===== config.mk =====
export PLATFORM = sky130hd
export DESIGN_NAME = wind_smear_pixel_filter
export DESIGN_NICKNAME = d
export VERILOG_FILES = /design/src/rtl/wsf_pkg.sv /design/src/rtl/wsf_front.sv /design/src/rtl/wsf_queue.sv /design/src/rtl/wsf_back.sv /design/src/rtl/wind_smear_pixel_filter.sv
export SDC_FILE = /design/constraint.sdc
export NUM_CORES = 1
export LEC_CHECK = 0
export BUFFER_PORTS_ARGS = -buffer_cell sky130_fd_sc_hd__buf_2
export CAP_MARGIN = 10
export CELL_PAD_IN_SITES_DETAIL_PLACEMENT = 1
export CELL_PAD_IN_SITES_GLOBAL_PLACEMENT = 2
export CORE_ASPECT_RATIO = 1.75
export CORE_MARGIN = 4
export CORE_UTILIZATION = 39
export CTS_CLUSTER_SIZE = 14
export DETAILED_ROUTE_END_ITERATION = 10
export PLACE_DENSITY = 0.74
export REMOVE_ABC_BUFFERS = 1
export SLEW_MARGIN = 25
export SYNTH_ARGS = -nofsm -noshare
export SYNTH_HDL_FRONTEND = slang
export SYNTH_SLANG_ARGS = --single-unit

===== constraint.sdc =====
create_clock -name i_clk -period 7.2 [get_ports i_clk]
set_input_delay 1.44 -clock i_clk [delete_from_list [all_inputs] [get_ports i_clk]]
set_output_delay 1.44 -clock i_clk [all_outputs]
set_load 0.01 [all_outputs]

===== src/rtl/wsf_pkg.sv =====
// ----------------------------------------------------------------------------
// wsf_pkg - shared types and constants of the wind smear pixel filter
// Pixel request and result types, queue entry type, configuration register
// indexes and the fixed coefficients of the luma and blend arithmetic.
// ----------------------------------------------------------------------------
`default_nettype none

package wsf_pkg;

    // Configuration register indexes
    localparam int unsigned CFG_IDX_W           = 1;
    localparam logic [CFG_IDX_W-1:0] CFG_BLOW_FROM_RIGHT = 1'd0;
    localparam logic [CFG_IDX_W-1:0] CFG_STORM_MODE      = 1'd1;

    // Luma coefficients, result scaled by 2^12
    localparam logic [9:0]  LUMA_COEF_R = 10'd872;
    localparam logic [11:0] LUMA_COEF_G = 12'd2930;
    localparam logic [8:0]  LUMA_COEF_B = 9'd296;
    localparam int unsigned LUMA_SHIFT  = 12;

    // Run counter and blend weight
    localparam int unsigned CNT_W        = 7;
    localparam logic [CNT_W-1:0] WIND_START   = 7'd95;
    localparam logic [CNT_W-1:0] STORM_START  = 7'd105;
    localparam logic [CNT_W-1:0] STORM_WEIGHT = 7'd105;
    localparam logic [7:0]       BLEND_ONE    = 8'd128;
    localparam int unsigned      BLEND_SHIFT  = 7;

    typedef struct packed {
        logic [7:0] pixel_red;
        logic [7:0] pixel_green;
        logic [7:0] pixel_blue;
        logic [4:0] damping_step;
        logic       row_last;
    } t_pixel_in;

    typedef struct packed {
        logic [7:0] out_red;
        logic [7:0] out_green;
        logic [7:0] out_blue;
        logic       out_row_last;
    } t_pixel_out;

    typedef struct packed {
        t_pixel_in  pixel;
        logic [7:0] luma;
    } t_queue_item;

    typedef struct packed {
        logic blow_from_right;
        logic storm_mode;
    } t_cfg;

endpackage

`default_nettype wire


===== src/rtl/wsf_front.sv =====
// ----------------------------------------------------------------------------
// wsf_front - request intake and luma classification
// Registers each accepted pixel together with its luma and offers it to
// the queue.
// ----------------------------------------------------------------------------
`default_nettype none

module wsf_front (
    input  wire                  i_clk,
    input  wire                  i_rst_n,
    input  wire                  i_valid,
    output logic                 o_stall,
    input  wsf_pkg::t_pixel_in   i_pixel,
    output logic                 o_push,
    input  wire                  i_full,
    output wsf_pkg::t_queue_item o_item
);

    logic                 r_valid;
    logic                 n_valid;
    wsf_pkg::t_queue_item r_item;
    logic                 take;
    logic [19:0]          luma_sum;

    always_comb begin
        luma_sum = 20'(i_pixel.pixel_red   * wsf_pkg::LUMA_COEF_R)
                 + 20'(i_pixel.pixel_green * wsf_pkg::LUMA_COEF_G)
                 + 20'(i_pixel.pixel_blue  * wsf_pkg::LUMA_COEF_B);
    end

    assign o_stall = r_valid & i_full;
    assign take    = i_valid & ~o_stall;
    assign o_push  = r_valid & ~i_full;
    assign o_item  = r_item;
    assign n_valid = take | (r_valid & i_full);

    always_ff @(posedge i_clk) begin
        if (!i_rst_n) begin
            r_valid <= 1'b0;
        end else begin
            r_valid <= n_valid;
        end
    end

    // Hold the payload while the queue is full
    always_ff @(posedge i_clk) begin
        if (take) begin
            r_item.pixel <= i_pixel;
            r_item.luma  <= luma_sum[wsf_pkg::LUMA_SHIFT +: 8];
        end
    end

endmodule

`default_nettype wire


===== src/rtl/wsf_queue.sv =====
// ----------------------------------------------------------------------------
// wsf_queue - short request queue between front and back
// Register-based first-in first-out store with a fill count.
// ----------------------------------------------------------------------------
`default_nettype none

module wsf_queue #(
    parameter int unsigned P_DEPTH = 4
) (
    input  wire                  i_clk,
    input  wire                  i_rst_n,
    input  wire                  i_push,
    input  wsf_pkg::t_queue_item i_item,
    output logic                 o_full,
    input  wire                  i_pop,
    output logic                 o_empty,
    output wsf_pkg::t_queue_item o_item
);

    localparam int unsigned PTR_W = (P_DEPTH > 1) ? $clog2(P_DEPTH) : 1;
    localparam int unsigned CNT_W = $clog2(P_DEPTH + 1);
    localparam logic [PTR_W-1:0] PTR_LAST = PTR_W'(P_DEPTH - 1);
    localparam logic [CNT_W-1:0] CNT_FULL = CNT_W'(P_DEPTH);

    wsf_pkg::t_queue_item r_mem [P_DEPTH];
    logic [PTR_W-1:0]     r_wr_ptr;
    logic [PTR_W-1:0]     r_rd_ptr;
    logic [CNT_W-1:0]     r_count;
    logic [CNT_W-1:0]     n_count;

    assign o_full  = (r_count == CNT_FULL);
    assign o_empty = (r_count == '0);
    assign o_item  = r_mem[r_rd_ptr];

    always_comb begin
        n_count = r_count;
        unique case ({i_push, i_pop})
            2'b10:   n_count = r_count + CNT_W'(1);
            2'b01:   n_count = r_count - CNT_W'(1);
            default: n_count = r_count;
        endcase
    end

    always_ff @(posedge i_clk) begin
        if (!i_rst_n) begin
            r_wr_ptr <= '0;
            r_rd_ptr <= '0;
            r_count  <= '0;
        end else begin
            r_count <= n_count;
            if (i_push) begin
                r_wr_ptr <= (r_wr_ptr == PTR_LAST) ? '0 : r_wr_ptr + PTR_W'(1);
            end
            if (i_pop) begin
                r_rd_ptr <= (r_rd_ptr == PTR_LAST) ? '0 : r_rd_ptr + PTR_W'(1);
            end
        end
    end

    always_ff @(posedge i_clk) begin
        if (i_push) begin
            r_mem[r_wr_ptr] <= i_item;
        end
    end

endmodule

`default_nettype wire


===== src/rtl/wsf_back.sv =====
// ----------------------------------------------------------------------------
// wsf_back - smear recurrence and result register
// Tracks the held source pixel and run counter, blends darker followers
// toward the source and registers each result for the output channel.
// ----------------------------------------------------------------------------
`default_nettype none

module wsf_back (
    input  wire                  i_clk,
    input  wire                  i_rst_n,
    input  wsf_pkg::t_cfg        i_cfg,
    input  wire                  i_empty,
    input  wsf_pkg::t_queue_item i_item,
    output logic                 o_pop,
    output logic                 o_valid,
    input  wire                  i_stall,
    output wsf_pkg::t_pixel_out  o_pixel
);

    localparam int unsigned CW = wsf_pkg::CNT_W;

    logic                r_out_valid;
    wsf_pkg::t_pixel_out r_out;
    logic                r_phase;
    logic [23:0]         r_held_color;
    logic [7:0]          r_held_luma;
    logic [CW-1:0]       r_run_counter;
    logic [4:0]          r_run_damping;

    wsf_pkg::t_pixel_in  pix;
    logic                blend;
    logic [CW-1:0]       weight;
    logic [7:0]          weight_inv;
    logic [CW-1:0]       start_val;
    wsf_pkg::t_pixel_out result;

    function automatic logic [CW-1:0] counter_drop(input logic [CW-1:0] c,
                                                   input logic [4:0] d);
        logic [CW-1:0] dw;
        dw = CW'(d);
        return (dw >= c) ? '0 : c - dw;
    endfunction

    function automatic logic [7:0] mix(input logic [7:0] src, input logic [7:0] cur,
                                       input logic [CW-1:0] w, input logic [7:0] w_inv);
        logic [15:0] acc;
        acc = 16'(src * w) + 16'(cur * w_inv);
        return acc[wsf_pkg::BLEND_SHIFT +: 8];
    endfunction

    assign pix     = i_item.pixel;
    assign o_pop   = ~i_empty & (~r_out_valid | ~i_stall);
    assign o_valid = r_out_valid;
    assign o_pixel = r_out;

    always_comb begin
        blend = r_phase & ~pix.row_last & (i_item.luma < r_held_luma)
              & (r_run_counter != '0);
        weight     = i_cfg.storm_mode ? wsf_pkg::STORM_WEIGHT : r_run_counter;
        weight_inv = wsf_pkg::BLEND_ONE - 8'(weight);
        start_val  = i_cfg.storm_mode ? wsf_pkg::STORM_START : wsf_pkg::WIND_START;

        result.out_red      = pix.pixel_red;
        result.out_green    = pix.pixel_green;
        result.out_blue     = pix.pixel_blue;
        result.out_row_last = pix.row_last;
        if (blend) begin
            result.out_red   = mix(r_held_color[23:16], pix.pixel_red,   weight, weight_inv);
            result.out_green = mix(r_held_color[15:8],  pix.pixel_green, weight, weight_inv);
            result.out_blue  = mix(r_held_color[7:0],   pix.pixel_blue,  weight, weight_inv);
        end
    end

    always_ff @(posedge i_clk) begin
        if (!i_rst_n) begin
            r_out_valid   <= 1'b0;
            r_phase       <= 1'b0;
            r_held_color  <= '0;
            r_held_luma   <= '0;
            r_run_counter <= '0;
            r_run_damping <= '0;
        end else begin
            if (o_pop) begin
                r_out_valid <= 1'b1;
            end else if (!i_stall) begin
                r_out_valid <= 1'b0;
            end
            if (o_pop) begin
                priority if (pix.row_last) begin
                    r_phase <= 1'b0;
                end else if (blend) begin
                    r_run_counter <= counter_drop(r_run_counter, r_run_damping);
                end else begin
                    r_phase       <= 1'b1;
                    r_held_color  <= {pix.pixel_red, pix.pixel_green, pix.pixel_blue};
                    r_held_luma   <= i_item.luma;
                    r_run_damping <= pix.damping_step;
                    r_run_counter <= i_cfg.blow_from_right
                                   ? counter_drop(start_val, pix.damping_step) : start_val;
                end
            end
        end
    end

    // Hold the result while the receiver stalls
    always_ff @(posedge i_clk) begin
        if (o_pop) begin
            r_out <= result;
        end
    end

endmodule

`default_nettype wire


===== src/rtl/wind_smear_pixel_filter.sv =====
// ----------------------------------------------------------------------------
// wind_smear_pixel_filter - wind / storm smear effect on a pixel stream
//
// Feed the RGB pixels of one row in order on the input channel (i_valid /
// o_stall, payload i_pixel), with row_last set on the final pixel of each
// row. Every pixel yields exactly one result on the output channel (o_valid /
// i_stall, payload o_pixel), in order. A request moves when valid is high
// and stall is low. For right-to-left wind, feed the row reversed and set
// blow_from_right.
// Configuration goes through the write channel i_cfg_valid / o_cfg_ready,
// which is always ready; write registers only while the filter is idle.
// Path: a request accepted into the intake register is written to the
// queue, then popped into the result register, where it is offered.
// Throughput: one pixel per cycle while the receiver does not stall; the
// limit is the source/counter recurrence in the back end.
// A stalled receiver fills the result register, then the queue
// (P_QUEUE_DEPTH entries), then the intake register, after which o_stall
// rises; nothing is dropped.
// Reset (synchronous, active low) empties every stage, clears the held
// source and run counter, and sets both registers to zero.
// ----------------------------------------------------------------------------
`default_nettype none

module wind_smear_pixel_filter #(
    parameter int unsigned P_QUEUE_DEPTH = 4
) (
    input  wire                              i_clk,
    input  wire                              i_rst_n,
    input  wire                              i_valid,
    output logic                             o_stall,
    input  wsf_pkg::t_pixel_in               i_pixel,
    output logic                             o_valid,
    input  wire                              i_stall,
    output wsf_pkg::t_pixel_out              o_pixel,
    input  wire                              i_cfg_valid,
    output logic                             o_cfg_ready,
    input  wire  [wsf_pkg::CFG_IDX_W-1:0]    i_cfg_index,
    input  wire  [0:0]                       i_cfg_data
);

    wsf_pkg::t_cfg        r_cfg;
    wsf_pkg::t_queue_item front_item;
    wsf_pkg::t_queue_item queue_item;
    logic                 push;
    logic                 queue_full;
    logic                 queue_empty;
    logic                 pop;

    // Configuration writes are always accepted and registered in r_cfg
    assign o_cfg_ready = 1'b1;

    always_ff @(posedge i_clk) begin
        if (!i_rst_n) begin
            r_cfg <= '0;
        end else if (i_cfg_valid && o_cfg_ready) begin
            unique case (i_cfg_index)
                wsf_pkg::CFG_BLOW_FROM_RIGHT: r_cfg.blow_from_right <= i_cfg_data[0];
                wsf_pkg::CFG_STORM_MODE:      r_cfg.storm_mode      <= i_cfg_data[0];
                default:                      r_cfg                 <= r_cfg;
            endcase
        end
    end

    // Front: register the request and its luma
    wsf_front u_front (
        .i_clk   (i_clk),
        .i_rst_n (i_rst_n),
        .i_valid (i_valid),
        .o_stall (o_stall),
        .i_pixel (i_pixel),
        .o_push  (push),
        .i_full  (queue_full),
        .o_item  (front_item)
    );

    // Queue: decouple intake from the smear recurrence
    wsf_queue #(
        .P_DEPTH (P_QUEUE_DEPTH)
    ) u_queue (
        .i_clk   (i_clk),
        .i_rst_n (i_rst_n),
        .i_push  (push),
        .i_item  (front_item),
        .o_full  (queue_full),
        .i_pop   (pop),
        .o_empty (queue_empty),
        .o_item  (queue_item)
    );

    // Back: advance the source/run state and register the result
    wsf_back u_back (
        .i_clk   (i_clk),
        .i_rst_n (i_rst_n),
        .i_cfg   (r_cfg),
        .i_empty (queue_empty),
        .i_item  (queue_item),
        .o_pop   (pop),
        .o_valid (o_valid),
        .i_stall (i_stall),
        .o_pixel (o_pixel)
    );

endmodule

`default_nettype wire


==> results of run 1 <==
-- logic make-up (layout without fill, tap and decap cells) --
family                     Yosys count  count (layout)  share of synthesized area (%)
buffers and inverters              547             666                           8.15
and+or+nand+nor                    624             624                           11.4
xor gates and xnor gates            83              83                           2.80
other                                1               2                         0.0144
DFF                                273             273                           29.3
adders and majority gates          612             612                           38.6
AOI/OAI and AO/OA                  253             253                           6.33
muxes                               50              50                           3.33
-- Yosys cell counts, types with 28 or more instances --
cell type                  number  area (sq um)
sky130_fd_sc_hd__nor2b_1       34           213
sky130_fd_sc_hd__mux4_2        28           631
sky130_fd_sc_hd__nor2_1        73           274
sky130_fd_sc_hd__ha_1         294          3680
sky130_fd_sc_hd__fa_1         318          6370
sky130_fd_sc_hd__a21boi_1      31           233
sky130_fd_sc_hd__xor2_1        29           254
sky130_fd_sc_hd__inv_1        477          1790
sky130_fd_sc_hd__edfxtp_1     215          6460
sky130_fd_sc_hd__and2_1       117           732
sky130_fd_sc_hd__dfxtp_1       58          1160
sky130_fd_sc_hd__xnor2_1       54           473
sky130_fd_sc_hd__a21oi_1       47           235
sky130_fd_sc_hd__nand2_1      305          1140
sky130_fd_sc_hd__o21ai_0       65           325
sky130_fd_sc_hd__clkbuf_1      51           191
-- final cells by class --
| class | count | area share, % |
|---|---|---|
| diodes | 1 | 0.00872 |
| clock buffers | 38 | 2.61 |
| clock inverters | 14 | 0.458 |
| inverters | 477 | 6.24 |
| multi-input cells | 1623 | 57.1 |
| flip-flops and latches | 273 | 26.6 |
| well taps | 889 | 3.88 |
| repair buffers | 137 | 3.16 |
-- through the flow --
stage               hold slack, ps  setup slack, ps  TNS (ps)  utilization [%]  area, sq um
global placement               440              142         0             41.9        27700
global route                   483             19.7         0             43.4        28700
detailed placement             449             -111      -152             41.9        27700
CTS                            458             45.2         0             43.3        28600
floorplan                      430             -784     -7990                -        25700
finish                         455              324         0             43.4        28700
-- flip-flops by register name, indices dropped and copies added (netlist names), named ones only --
register,count
u_queue.r_count,3
u_queue.r_mem,152
u_back.r_held_luma,8
u_back.r_run_counter,7
u_front.o_item,38
u_queue.r_wr_ptr,2
r_cfg,2
u_back.r_held_color,24
u_queue.r_rd_ptr,2
u_front.r_valid,1
u_back.r_phase,1
u_back.r_run_damping,5
u_back.o_valid,1
u_back.o_pixel,25
-- metal layers --
layer,track usage [%],up-vias
li1,-,8057
met2,42.3,263
met4,9.52,2
met5,0,-
met1,20.4,8990
met3,1.69,156
-- placed cells by master (no fill, tap or decap), drive strengths merged, types with 47 or more instances in the layout --
cell type,synthesis,final
inv,477,482
fa,318,318
nand2,305,305
ha,294,294
edfxtp,215,215
buf,19,137
and2,117,117
nor2,73,73
o21ai,67,67
dfxtp,58,58
xnor2,54,54
a21boi,50,50
a21oi,47,47
-- worst paths after layout --
kind,to,slack (ps),depth (start not counted)
worst max-delay path,u_back.o_pixel[7]$_DFFE_PP_,320,26
worst min-delay path,u_back.r_held_luma[0]$_SDFFE_PN0P_,460,2
worst max register to register,u_back.o_pixel[7]$_DFFE_PP_,320,26
worst min register to register,u_back.r_held_luma[0]$_SDFFE_PN0P_,460,2
-- tightest hold or removal path, stage by stage, from the launching register on --
cell and delay, ps:
sky130_fd_sc_hd__dfxtp_1 310, sky130_fd_sc_hd__nand2_1 50, sky130_fd_sc_hd__a21boi_1 50
-- repair_timing --
item                                    in CTS  in global routing
hold buffers                                 0                  0
gates cloned                                 0                  0
endpoints found under the setup margin       1                  9
buffers inserted                             0                  1
gates resized for setup                      1                 16
pin swaps                                    0                  1
==> run summary, run 1 <==
The run gives 50.5% as the headroom to the max-slew limit. The width of the die was 203 um. The gate family responsible for the most delay along the worst path is adder cells. 65 I/O pins were placed.

Setup repair after global routing left no endpoint under its margin. The level count of the clock H-tree is 1, and the sum of net half-perimeters after detailed placement is 58.0 mm. The total overflow left after global routing is 0. The number of different library cells used by synthesis comes to 67. Counting both buffers and inverters, the worst setup path holds a total of 7.

The highest achievable clock rate is 145 MHz, and the global routing usage summed across all routing layers is 20.6%. Across the routed clock network, the largest skew measured is 28.8 ps. The cell area after synthesis is 26000 sq um, and the length of routed met2 wiring is 41.6 mm. The total core area was 66200 sq um. The number of global-route vias before repair is 20600, and the number of buffers created by CTS is 28. Dividing the detail-routed via count by the number of cells gives 5.06.

The worst setup path startpoint was r_cfg[0]$_SDFFE_PN0P_. The count of final hold-check violations was 0. The endpoint arrival time on the critical path is 7260 ps. Synthesis handed over a netlist of 2443 instances. The fraction of synthesis flops using an asynchronous set or reset pin came out at 0%.

The slowest stage of the critical path is the sky130_fd_sc_hd__fa_1 cell. After the flow finishes, the layout carries non-filler instances totaling 3452. The worst setup path is launched from a register. Startpoint of the worst-slack reg-to-reg timing path: r_cfg[0]$_SDFFE_PN0P_. Sequential standard cell area: 7620 sq um. The height of the chip came out at 350 um. Synthesis inferred 273 register bits.

In the routed design, unresolved DRC markers number 0. The die covers 71000 sq um. The DRC violation total after the first TritonRoute iteration is 688, and the remaining number of nets flagged by the antenna check after routing is 0. The slew at the pin closest to its max-slew limit was 739 ps. The largest net degree at the start of global routing is 57, and the share of the yosys chip area belonging to registers is 29.3%. The path class of the tightest hold or removal check is reg -> reg. The clock transition at the register clock pins on the worst setup and hold paths after CTS was 60 ps. The critical path is of the reg -> reg type. The run gives 113 mm as the first-pass GRT wire length.

The most used flip-flop cell after synthesis is sky130_fd_sc_hd__edfxtp_1. The tools report the number of fill cells as 7280. Clock latency on the worst-skew pair, taken at its later pin, is 590 ps. In the final layout, the share of cells above drive strength 1 is 9.80%. The number of enable flip-flop cells after synthesis came out at 215. The routed length per placed instance came out at 20.8 um. In this run the worst path has a maximum fanout of 9. The congestion estimate from routability-driven global placement came to 0.837.

Across all layers, the routed design uses 17500 vias. Placed cell count: 3398. The tree is rooted in a sky130_fd_sc_hd__clkbuf_16. The longest clock path from root to sink contains 3 buffers. At the end of the flow, the number of nets in the layout was 3189. CTS saw 273 sinks. TritonCTS built the clock tree. The routed design has 71.9 mm of wire. The highest routed metal layer is met5. Compared with the post-synthesis result, the final layout area differs by 10.4%.

During synthesis, Yosys emitted a total of 0 warnings. The number of port buffers works out to 63. The run gives 0 as the setup-violating endpoint count in the final report. The tools report the max capacitance violation total as 0. Most common cell type on the critical path: sky130_fd_sc_hd__fa_1.

The data required time of the critical path came out at 7580 ps. The routed design could run at a clock period as short as 6880 ps. The maximum cell stage delay along the critical path is 560 ps.

The total area of multi-input combinational cells was 16400 sq um; the share of the clock period used by the worst path was 95.5%. The tools report the effective utilization at floorplan as 39.3%. The number of max-slew violations in the final report came out at 0.

After detailed routing, the wire length on met1 is 24.6 mm. Type of element capturing the critical path: a register. In this run the core area contains 125 standard-cell rows.

The number of antenna violations at the first check in global routing came out at 2. The run finished with clean final reports. The tools report the origin of the worst min-delay path as u_back.r_held_luma[0]$_SDFFE_PN0P_. Each instance of the synthesized netlist takes up on average 10.6 sq um. The tools report the total met3 wirelength after detailed routing as 1.61 mm.

The run gives 7 as the number of iterations in the first detailed-routing pass.
Power of run 1 is left out: the tool's default activity adds up to more than one toggle a clock period on the data nets, which glitch-free logic cannot reach.
==> inputs of run 2 (changes only) <==
--- a/config.mk
+++ b/config.mk
@@ -5,16 +5,18 @@
 export SDC_FILE = /design/constraint.sdc
 export NUM_CORES = 1
 export LEC_CHECK = 0
+export ABC_AREA = 1
 export BUFFER_PORTS_ARGS = -buffer_cell sky130_fd_sc_hd__buf_2
 export CAP_MARGIN = 10
 export CELL_PAD_IN_SITES_DETAIL_PLACEMENT = 1
 export CELL_PAD_IN_SITES_GLOBAL_PLACEMENT = 2
 export CORE_ASPECT_RATIO = 1.75
 export CORE_MARGIN = 4
-export CORE_UTILIZATION = 39
+export CORE_UTILIZATION = 38
+export CTS_BUF_LIST = sky130_fd_sc_hd__clkbuf_4
 export CTS_CLUSTER_SIZE = 14
 export DETAILED_ROUTE_END_ITERATION = 10
-export PLACE_DENSITY = 0.74
+export PLACE_DENSITY = 0.75
 export REMOVE_ABC_BUFFERS = 1
 export SLEW_MARGIN = 25
 export SYNTH_ARGS = -nofsm -noshare
==> run 2 against run 1 <==
Against the previous run: first-iteration DRC count shrank 5.2%; utilization shrank 1.3 points; flip-flop and latch count is the same; global-route usage grew 1.4 points; critical endpoint is now u_back.o_pixel[16]$_DFFE_PP_; critical path depth grew 1; clock skew grew 21 ps; cell count grew 17%; synthesized cell count grew 20%.
==> run summary, run 2 <==
Setup violations remaining at the end of the flow were counted as 0. Measured along the x axis, the die boundary spans 208 um. The max capacitance violation total is 0.

Sequential cells were found to cover 28.6% of the synthesized design area. The tools report the largest net degree at the start of global routing as 59. The clock tree skew after final layout was 50.1 ps. The congestion estimate from routability-driven global placement came to 0.881. By area the synthesized netlist is led by sky130_fd_sc_hd__edfxtp_1 (24%), sky130_fd_sc_hd__fa_1 (24%), sky130_fd_sc_hd__ha_1 (14%). The initial utilization of the core area, before any placement, comes to 38.3%. In the final layout, the share of cells above drive strength 1 is 9.26%. From bottom edge to top edge, the die measures 358 um. The count of hold buffers inserted by post-cts repair came out at 0. The layer flagged by global routing as most heavily used is met2. In the final routed layout, each cell accounts on average for 19.9 um. Clock tree synthesis inserted a total of 73 buffers. After synthesis, the share of flip-flops with an asynchronous set or reset is 0%. The global routing usage summed across all routing layers came out at 22.0%.

The highest achievable clock rate was 148 MHz. In the routed layout, each cell is associated on average with a via count of 5.00. For this block, the routed nets add up to 80.3 mm of wire.

The number of antenna violations at the first check in global routing is 4. Class of the tightest hold or removal check: reg -> reg. Yosys printed 0 warnings. The worst setup path is captured at a register. Headroom to the max-slew limit came out at 43.9%. The library cell used most frequently in the layout, excluding fill and tap cells, is sky130_fd_sc_hd__inv_1. Yosys instantiated no cell more often than sky130_fd_sc_hd__inv_1. The H-tree was split into 3 levels.

The post-synthesis area per instance was 9.10 sq um. The slew at the pin closest to its max-slew limit is 841 ps. For the worst setup path, the data required time is 7840 ps.

The floorplan has 128 rows. Once detail routing completed, the nets flagged for antenna violations numbered 0. After filler insertion, the fill cell instance count of the layout stands at 8229. The share of the clock period used by the worst path was 93.9%; the maximum fanout count along the critical path was 5. The tools report the met3 global-route usage as 2.68%. In this run the biggest area consumer among cell types represents 24.2% of the synthesized area. For the insertion delay of the later-clocked pin in the worst-skew pair, the log shows 890 ps.

TritonCTS built the clock tree. The flip-flop cell with the highest count after synthesis is sky130_fd_sc_hd__edfxtp_1. The register with the most flip-flops in the final layout is u_queue.r_mem. The time the worst path needs with I/O delays and setup came out at 6760 ps. From synthesis to final layout, the design area changed by 9.93%. In this run the count of I/O pins placed on the die edge is 65. Input and output buffers added on the ports amount to 63.

Setup repair after global routing could not meet its margin everywhere. Summed over all layers, the global routing overflow is 0. The met2 global-route usage was 45.0%. After detailed routing, the number of remaining DRC violations is 0. Cell type with the largest total area after synthesis: sky130_fd_sc_hd__edfxtp_1.

The distinct cell type count of the synthesized netlist came out at 50. The register with the most flip-flops in the layout has 152 of them. The sum of negative setup slack was 0 ps.

Number of clock sinks: 273. The flow ran to the end, and the final reports show no timing, DRC or antenna violations. Counting flops with a built-in enable in the synthesized netlist gives 215. The buffer type at the clock tree root was sky130_fd_sc_hd__clkbuf_4. Sorting the synthesized cells by how often they occur yields sky130_fd_sc_hd__inv_1 (604), sky130_fd_sc_hd__nand2_1 (545), sky130_fd_sc_hd__fa_1 (318). The number of synthesized register bits was 273; the total core area was 69500 sq um.

For the number of iterations in the first detailed-routing pass, the log shows 5. For the number of global-route vias before repair, the log shows 23300. Leaving out fill and tap cells, the most frequent cells in the layout are sky130_fd_sc_hd__inv_1 (603), sky130_fd_sc_hd__nand2_1 (545), sky130_fd_sc_hd__fa_1 (318), sky130_fd_sc_hd__nor2_1 (307), sky130_fd_sc_hd__ha_1 (294). The first-pass GRT wire length was 127 mm; the gate count of the mapped netlist was 2928. The count of final hold-check violations is 0, and the sum of net half-perimeters after detailed placement is 64.3 mm. In the final design database the tool counted 3713 nets. For met1 alone, demand over resource in global routing was 22.0%.

The longest clock path from root to sink contains 3 buffers. The number of max-slew violations in the final report came out at 0. STA classifies the critical path startpoint as a register. The cell area after synthesis came out at 26600 sq um. The critical path in this run is classified as reg -> reg. STA puts the critical path data arrival time at 7400 ps.

The clock transition at the register clock pins on the worst setup and hold paths after CTS is 70 ps. The tools report the die area as 74600 sq um. The detailed router finished its first iteration with 652 violations. For this block, the via count after detailed routing is 20200.
-- run 2: changes by cell type in the layout (fill, tap and decap cells not counted), moves of 29 or more --
cell / before / now
sky130_fd_sc_hd__nand2_1: 304 / 545
sky130_fd_sc_hd__nor2_1: 73 / 307
sky130_fd_sc_hd__inv_1: 477 / 603
sky130_fd_sc_hd__and2_1: 117 / 0
sky130_fd_sc_hd__clkbuf_4: 0 / 101
sky130_fd_sc_hd__a21oi_1: 47 / 136
sky130_fd_sc_hd__nand3_1: 9 / 95
sky130_fd_sc_hd__a21boi_1: 31 / 0
sky130_fd_sc_hd__nor2b_1: 31 / 0
sky130_fd_sc_hd__xnor2_1: 54 / 25
-- run 2: through the flow --
stage	cells	hold slack (ps)	util, %	area, sq um	setup slack [ps]
2_1_floorplan	2857	445	-	26200	-438
3_3_place_gp	3898	455	40.6	28200	198
3_5_place_dp	3898	469	40.6	28200	123
4_1_cts	4029	456	42.0	29200	363
5_1_grt	4037	483	42.1	29300	-3.79
6_report	4038	472	42.1	29300	438
-- run 2: worst paths after layout --
kind	start	cells after the start	slack (ps)	endpoint
min	u_front.o_item[17]$_DFFE_PP_	0	470	u_queue.r_mem[0][17]$_DFFE_PP_
min reg2reg	u_front.o_item[17]$_DFFE_PP_	0	470	u_queue.r_mem[0][17]$_DFFE_PP_
max reg2reg	u_back.r_run_counter[1]$_SDFFE_PN0P_	27	440	u_back.o_pixel[16]$_DFFE_PP_
max	u_back.r_run_counter[1]$_SDFFE_PN0P_	27	440	u_back.o_pixel[16]$_DFFE_PP_
-- run 2: area by class of cell --
class	count	area, sq um	area share, %
Inverter	616	2310	7.91
Clock inverter	30	228	0.778
Sequential cell	273	7620	26.0
Multi-Input combinational cell	1968	16400	55.9
Antenna cell	8	20.0	0.0684
Tap cell	910	1140	3.89
Clock buffer	101	758	2.59
Timing Repair Buffer	132	837	2.86
-- run 2: cells by family after synthesis --
family                     synth area share (%)
DFF                                        28.6
muxes                                    0.0376
adders and majority gates                  37.7
buffers and inverters                      10.2
and+or+nand+nor                            15.1
other                                    0.0141
xor gates and xnor gates                   2.17
AOI/OAI and AO/OA                          6.23
-- run 2: critical path: stages, from the launching register on --
cell and delay, ps:
sky130_fd_sc_hd__dfxtp_1 410, sky130_fd_sc_hd__inv_1 90, sky130_fd_sc_hd__nor2_1 170, sky130_fd_sc_hd__inv_1 90, sky130_fd_sc_hd__ha_1 200, sky130_fd_sc_hd__or2_2 290, sky130_fd_sc_hd__nand2_1 290, sky130_fd_sc_hd__nor2_1 120
sky130_fd_sc_hd__fa_1 550, sky130_fd_sc_hd__inv_1 60, sky130_fd_sc_hd__fa_1 540, sky130_fd_sc_hd__inv_1 50, sky130_fd_sc_hd__fa_1 530, sky130_fd_sc_hd__fa_1 450, sky130_fd_sc_hd__fa_1 540, sky130_fd_sc_hd__inv_1 50
sky130_fd_sc_hd__fa_1 530, sky130_fd_sc_hd__inv_1 40, sky130_fd_sc_hd__ha_1 370, sky130_fd_sc_hd__nand2_1 100, sky130_fd_sc_hd__o21ai_0 250, sky130_fd_sc_hd__a21oi_1 110, sky130_fd_sc_hd__o21ai_0 340, sky130_fd_sc_hd__nand2_1 90
sky130_fd_sc_hd__nand2_1 110, sky130_fd_sc_hd__nand2_1 60, sky130_fd_sc_hd__nand2_1 60, sky130_fd_sc_hd__nand2_1 40
-- run 2: repair_timing --
action / CTS / global route
endpoints found under the setup margin: 0 / 2
resized for setup: 0 / 7
buffers inserted: 0 / 1
-- run 2: per-layer routing --
metal / up-vias / part of all wire (%)
met5: - / 0.016
li1: 9488 / -
met1: 10300 / 36
met2: 272 / 58
met4: 2 / 4.4
met3: 149 / 2.4
Power of run 2 is left out for the same reason.
